**config.mk**
```make
export PLATFORM = sky130hd
export DESIGN_NAME = tlb_ctrl
export DESIGN_NICKNAME = d
export VERILOG_FILES = /design/src/rtl/tree_lca_binary_lifting_macros.svh /design/src/rtl/tlb_pkg.sv /design/src/rtl/tlb_ctrl.sv
export SDC_FILE = /design/constraint.sdc
export NUM_CORES = 1
export LEC_CHECK = 0
export BUFFER_PORTS_ARGS = -buffer_cell sky130_fd_sc_hd__buf_2
export CAP_MARGIN = 20
export CORE_MARGIN = 3
export CORE_UTILIZATION = 35
export DETAILED_ROUTE_END_ITERATION = 10
export GPL_TIMING_DRIVEN = 0
export HOLD_SLACK_MARGIN = 0.02
export MAX_ROUTING_LAYER = met4
export SYNTH_ARGS = -nofsm -noshare
export SYNTH_HDL_FRONTEND = slang
export SYNTH_SLANG_ARGS = --single-unit
export TNS_END_PERCENT = 50
```
**constraint.sdc**
```tcl
create_clock -name clk -period 2.1 [get_ports clk]
set_clock_uncertainty 0.1 [all_clocks]
set_input_delay 0.105 -clock clk [delete_from_list [all_inputs] [get_ports clk]]
set_output_delay 0.105 -clock clk [all_outputs]
set_load 0.02 [all_outputs]
```
**src/rtl/tree_lca_binary_lifting_macros.svh**
```systemverilog
// Assertion macros for the lowest common ancestor block.
// Each macro expects clk and rst in scope.
`ifndef TREE_LCA_BINARY_LIFTING_MACROS_SVH
`define TREE_LCA_BINARY_LIFTING_MACROS_SVH
`ifndef SYNTHESIS
`define TLB_ASSERT_SAME(label, pre, post) \
  label: assert property (@(posedge clk) disable iff (rst) (pre) |-> (post)) \
    else $error("tlb: same-cycle check failed");
`define TLB_ASSERT_NEXT(label, pre, post) \
  label: assert property (@(posedge clk) disable iff (rst) (pre) |=> (post)) \
    else $error("tlb: next-cycle check failed");
`else
`define TLB_ASSERT_SAME(label, pre, post)
`define TLB_ASSERT_NEXT(label, pre, post)
`endif
`endif

```
**src/rtl/tlb_pkg.sv**
```systemverilog
`default_nettype none
package tlb_pkg;

  localparam int NODE_W     = 16;
  localparam int DEPTH_W    = 16;
  localparam int PATH_W     = 17;
  localparam int RED_STEPS  = 4;
  localparam int RED_CYCLES = NODE_W / RED_STEPS;
  localparam int RED_CNT_W  = $clog2(RED_CYCLES);

  typedef struct packed {
    logic              operation;
    logic [NODE_W-1:0] node_a;
    logic [NODE_W-1:0] node_b;
  } in_t;

  typedef struct packed {
    logic [NODE_W-1:0]  ancestor;
    logic [DEPTH_W-1:0] ancestor_depth;
    logic [PATH_W-1:0]  path_length;
  } out_t;

  typedef enum logic [3:0] {
    ST_IDLE,
    ST_RED,
    ST_LD_PAR,
    ST_ROOT,
    ST_LD_DEP,
    ST_LD_LVL,
    ST_Q_DA,
    ST_Q_DB,
    ST_Q_SW,
    ST_Q_LIFT,
    ST_Q_CMP,
    ST_Q_JB,
    ST_Q_JC,
    ST_Q_UPD,
    ST_Q_ANC
  } state_t;

  typedef enum logic [3:0] {
    CMD_NONE,
    CMD_CAP,
    CMD_RED,
    CMD_LD_PAR,
    CMD_ROOT,
    CMD_LD_DEP,
    CMD_LD_LVL,
    CMD_Q_DA,
    CMD_Q_DB,
    CMD_Q_SW,
    CMD_LIFT,
    CMD_CMP,
    CMD_JB,
    CMD_JC,
    CMD_UPD,
    CMD_ANC
  } dp_cmd_t;

  typedef enum logic [2:0] {
    LVL_HOLD,
    LVL_CLR,
    LVL_INC,
    LVL_DEC,
    LVL_TOP
  } lvl_op_t;

  typedef struct packed {
    dp_cmd_t cmd;
    lvl_op_t lvl_op;
  } ctl_t;

  typedef struct packed {
    logic red_last;
    logic is_query;
    logic root;
    logic lvl_last;
    logic lvl_zero;
    logic a_eq_b;
  } sts_t;

endpackage
`default_nettype wire

```
**src/rtl/tlb_ctrl.sv**
```systemverilog
`default_nettype none
module tlb_ctrl import tlb_pkg::*; (
  input  wire logic clk,
  input  wire logic rst,
  input  wire logic start,
  output      logic busy,
  input  wire sts_t sts,
  output      ctl_t ctl
);
  state_t state, state_next;

  always_ff @(posedge clk) begin
    if (rst) begin
      state <= ST_IDLE;
    end else begin
      state <= state_next;
    end
  end

  always_comb begin
    state_next = state;
    unique case (state)
      ST_IDLE:   if (start) state_next = ST_RED;
      ST_RED: begin
        if (sts.red_last) state_next = sts.is_query ? ST_Q_DA : ST_LD_PAR;
      end
      ST_LD_PAR: state_next = sts.root ? ST_ROOT : ST_LD_DEP;
      ST_ROOT:   if (sts.lvl_last) state_next = ST_IDLE;
      ST_LD_DEP: state_next = ST_LD_LVL;
      ST_LD_LVL: if (sts.lvl_last) state_next = ST_IDLE;
      ST_Q_DA:   state_next = ST_Q_DB;
      ST_Q_DB:   state_next = ST_Q_SW;
      ST_Q_SW:   state_next = ST_Q_LIFT;
      ST_Q_LIFT: if (sts.lvl_last) state_next = ST_Q_CMP;
      ST_Q_CMP:  state_next = sts.a_eq_b ? ST_Q_ANC : ST_Q_JB;
      ST_Q_JB:   state_next = ST_Q_JC;
      ST_Q_JC:   state_next = sts.lvl_zero ? ST_Q_UPD : ST_Q_JB;
      ST_Q_UPD:  state_next = ST_Q_ANC;
      ST_Q_ANC:  state_next = ST_IDLE;
      default:   state_next = ST_IDLE;
    endcase
  end

  always_comb begin
    ctl.cmd    = CMD_NONE;
    ctl.lvl_op = LVL_HOLD;
    busy       = (state != ST_IDLE);
    unique case (state)
      ST_IDLE:   if (start) ctl.cmd = CMD_CAP;
      ST_RED:    ctl.cmd = CMD_RED;
      ST_LD_PAR: begin
        ctl.cmd    = CMD_LD_PAR;
        ctl.lvl_op = LVL_CLR;
      end
      ST_ROOT: begin
        ctl.cmd    = CMD_ROOT;
        ctl.lvl_op = LVL_INC;
      end
      ST_LD_DEP: begin
        ctl.cmd    = CMD_LD_DEP;
        ctl.lvl_op = LVL_INC;
      end
      ST_LD_LVL: begin
        ctl.cmd    = CMD_LD_LVL;
        ctl.lvl_op = LVL_INC;
      end
      ST_Q_DA:   ctl.cmd = CMD_Q_DA;
      ST_Q_DB:   ctl.cmd = CMD_Q_DB;
      ST_Q_SW: begin
        ctl.cmd    = CMD_Q_SW;
        ctl.lvl_op = LVL_CLR;
      end
      ST_Q_LIFT: begin
        ctl.cmd    = CMD_LIFT;
        ctl.lvl_op = LVL_INC;
      end
      ST_Q_CMP: begin
        ctl.cmd    = CMD_CMP;
        ctl.lvl_op = LVL_TOP;
      end
      ST_Q_JB:   ctl.cmd = CMD_JB;
      ST_Q_JC: begin
        ctl.cmd    = CMD_JC;
        ctl.lvl_op = LVL_DEC;
      end
      ST_Q_UPD:  ctl.cmd = CMD_UPD;
      ST_Q_ANC:  ctl.cmd = CMD_ANC;
      default:   ctl.cmd = CMD_NONE;
    endcase
  end
endmodule
`default_nettype wire

```
==> flow_summary.ini <==
[status]
status = completed

[global_routing]
grt-ovfl-total = 0
grt_pass1_vias = 520
grt_max_degree = 11
track_usage_pct = 16.38
grt_pass1_wl_um = 2352
antenna_found_initial = 0

[cells_and_area]
multi_input_area_um2 = 357.8
drive_gt1_share_pct = 38.55
reg.largest.list = state: 4 flops
num_antenna_cells = 0
layout.nets = 94
regArea_um2 = 80.08
largest-register = state
area_delta_synth_final_pct = 26.13
nFillCells = 135
largest_reg_flops = 4

[sta]
worst-slew-pin-transition_ns = 0.4001
relSlewSlack_pct = 73.12
fin_ws_ns = 0.2211
finalWorstPathRequiredPeriod_ns = 1.879
finalSetupViolCount = 0
fin_tns_setup_ns = 0
slew_violations = 0
finalHoldViolations = 0
max_freq_ghz = 0.5322
rsz0062_at_grt = false
post-route-period-util_pct = 89.47

[pwr]
vdd_drop_max_v = 0.0004388
p_clk_share_pct = 20.8
sw_frac_of_total_pct = 45.40
leakagePower_nw = 0.2893
internal_power_w = 0.0002592
share_comb_of_total_power_pct = 57.5
switching_power_w = 0.0002155
seqPwrFrac_pct = 21.7
pwr_density_cell_mw_per_mm2 = 755.8

[routing]
drcViolationCount = 0
ant_nets = 0
drtIter0Drc = 8
vias = 535
wirelength_um = 1274
dr.pass1.iters = 4
wl_per_cell_um = 13.13
via_per_inst = 5.515

[floorplanning]
start_util_pct = 40.95
core_area_mm2 = 0.001216
die_y_um = 43.72
die_w_um = 43.72
ioPinCount = 17
dieArea_mm2 = 0.001911
fp-row-count = 12

[synth]
syn-cell-area_um2 = 498.0
postSynthCellCount = 63
synth-seq-cells = 4
synth_nets = 72
syn_avg_cell_area_um2 = 7.904
ys_seq_area_share_pct = 16.08
yosysWarnings = 0
synthDistinctLibCells = 38

[run]
drv_cap = 0

[worst_setup_path]
cp-end-kind = primary output
cp_max_fo = 10
path_class = reg2out
start_kind = flip-flop
arrival_ns = 1.67
crit_required_ns = 1.89

[clocking]
cts_made_buffers = 3
clock_sinks = 4
cts_tree = yes
cts_setup_buffers = 0
clock_path_buffers = 2
post_cts_resized = 0
holdBufCountCts = 1
cts-root-buf = clkbuf_4
clkSlewWorstSetupHoldPaths_ns = 0.04
htreeDepth = 1
insertion_delay_ns = 0.24

[place]
dpl.hpwl_um = 938.2
gp_congestion = 0.7857
dp_slack_ns = 0.5084
portBuffers = 16

[worst_hold_path]
hold_class = in2reg
==> cells in the final DEF (no fill, tap or decap), types with 2 or more instances in the layout <==
master,synthesis,final
buf_2,3,19
inv_1,4,4
nand2_1,4,4
a21oi_1,4,4
dfxtp_1,4,4
nor3_1,3,3
nor2_1,3,3
o21ai_0,3,3
clkbuf_4,0,3
xor2_1,2,2
mux2i_1,2,2
mux2_2,2,2
and2_1,2,2
xnor2_1,2,2
==> routing by layer <==
layer  share of wire (%)  GRT usage [%]
met1                  49          23.23
met2                  43          22.09
met3                 5.9          2.905
met4                 1.5          7.229
met5                   0              -
==> final timing paths <==
kind,from,slack (ns),cells past startpoint,end
setup reg to reg,state[1]$_SDFFE_PP0P_,0.64,5,state[1]$_SDFFE_PP0P_
setup / recovery,state[0]$_SDFFE_PP0P_,0.22,5,ctl[1]
hold reg to reg,state[1]$_SDFFE_PP0P_,0.64,3,state[1]$_SDFFE_PP0P_
hold / removal,sts[2],0.20,5,state[1]$_SDFFE_PP0P_
==> through the flow <==
stage | cells | power (W) | util, % | hold WS, ns | cell area [um2]
finish | 97 | 0.0004747 | 51.65 | 0.2005 | 628.1
global route | 97 | 0.0005181 | 51.65 | 0.2366 | 628.1
CTS | 97 | 0.0004790 | 51.65 | 0.1941 | 628.1
detailed placement | 93 | 0.0003740 | 48.97 | 0.2320 | 595.6
global placement | 93 | 0.0003735 | 48.97 | 0.2311 | 595.6
floorplan | 63 | 0.0003014 | - | 0.06744 | 498.0
==> critical path, stage by stage, from the launching register on <==
cell	delay, ns
dfxtp_1	0.45
buf_2	0.30
nand2_2	0.09
mux2_2	0.26
o22ai_1	0.14
buf_2	0.18
==> cells by family (layout without fill, tap and decap cells) <==
| kind of cell | after synthesis | in the layout | synth area share [%] |
|---|---|---|---|
| and+or+nand+nor | 21 | 21 | 24.63 |
| AOI/OAI and AO/OA | 20 | 20 | 31.66 |
| buffers and inverters | 10 | 30 | 12.06 |
| xor gates and xnor gates | 4 | 4 | 7.036 |
| muxes | 4 | 4 | 8.543 |
| DFF | 4 | 4 | 16.08 |
==> power by group through the flow <==
| stage | logic (W) | registers, W | clock network (W) |
|---|---|---|---|
| floorplan | 0.000202 | 0.0000991 | 0 |
| global placement | 0.000270 | 0.000104 | 0 |
| detailed placement | 0.000271 | 0.000103 | 0 |
| CTS | 0.000273 | 0.000102 | 0.000104 |
| global route | 0.000301 | 0.000106 | 0.000111 |
| finish | 0.000273 | 0.000103 | 0.0000988 |
==> synth_stat cells, drive strengths merged <==
master | instances | share of area, %
mux2 | 2 | 4.5
mux2i | 2 | 4.0
nor3 | 3 | 3.0
o2111a | 1 | 2.3
o21a | 1 | 1.5
o21bai | 1 | 1.5
o31ai | 1 | 2.5
and2 | 2 | 2.5
nor2 | 3 | 2.3
nand3b | 1 | 1.5
a221oi | 2 | 4.8
nor2b | 1 | 1.3
nand4 | 1 | 1.3
xnor2 | 2 | 3.5
a32oi | 1 | 1.8
o211ai | 1 | 1.5
nand4b | 1 | 1.8
nand2 | 5 | 4.3
a22o | 1 | 1.8
nand4bb | 1 | 2.3
buf | 5 | 8.3
a21oi | 5 | 5.8
and3 | 1 | 1.3
inv | 5 | 3.8
o21ai | 4 | 4.0
or2b | 1 | 1.5
dfxtp | 4 | 16
o22ai | 1 | 1.3
a2111oi | 1 | 3.0
nor4b | 1 | 1.8
xor2 | 2 | 3.5
==> layout make-up <==
type	count	share of cell area, %
buffer	5	6.574
clock buffer	3	3.586
tap	14	2.789
sequential	4	12.75
inverter	5	2.988
timing repair buffer	17	14.34
multi-input combinational	49	56.97
Note: power is estimated with default switching activity, not from simulation.
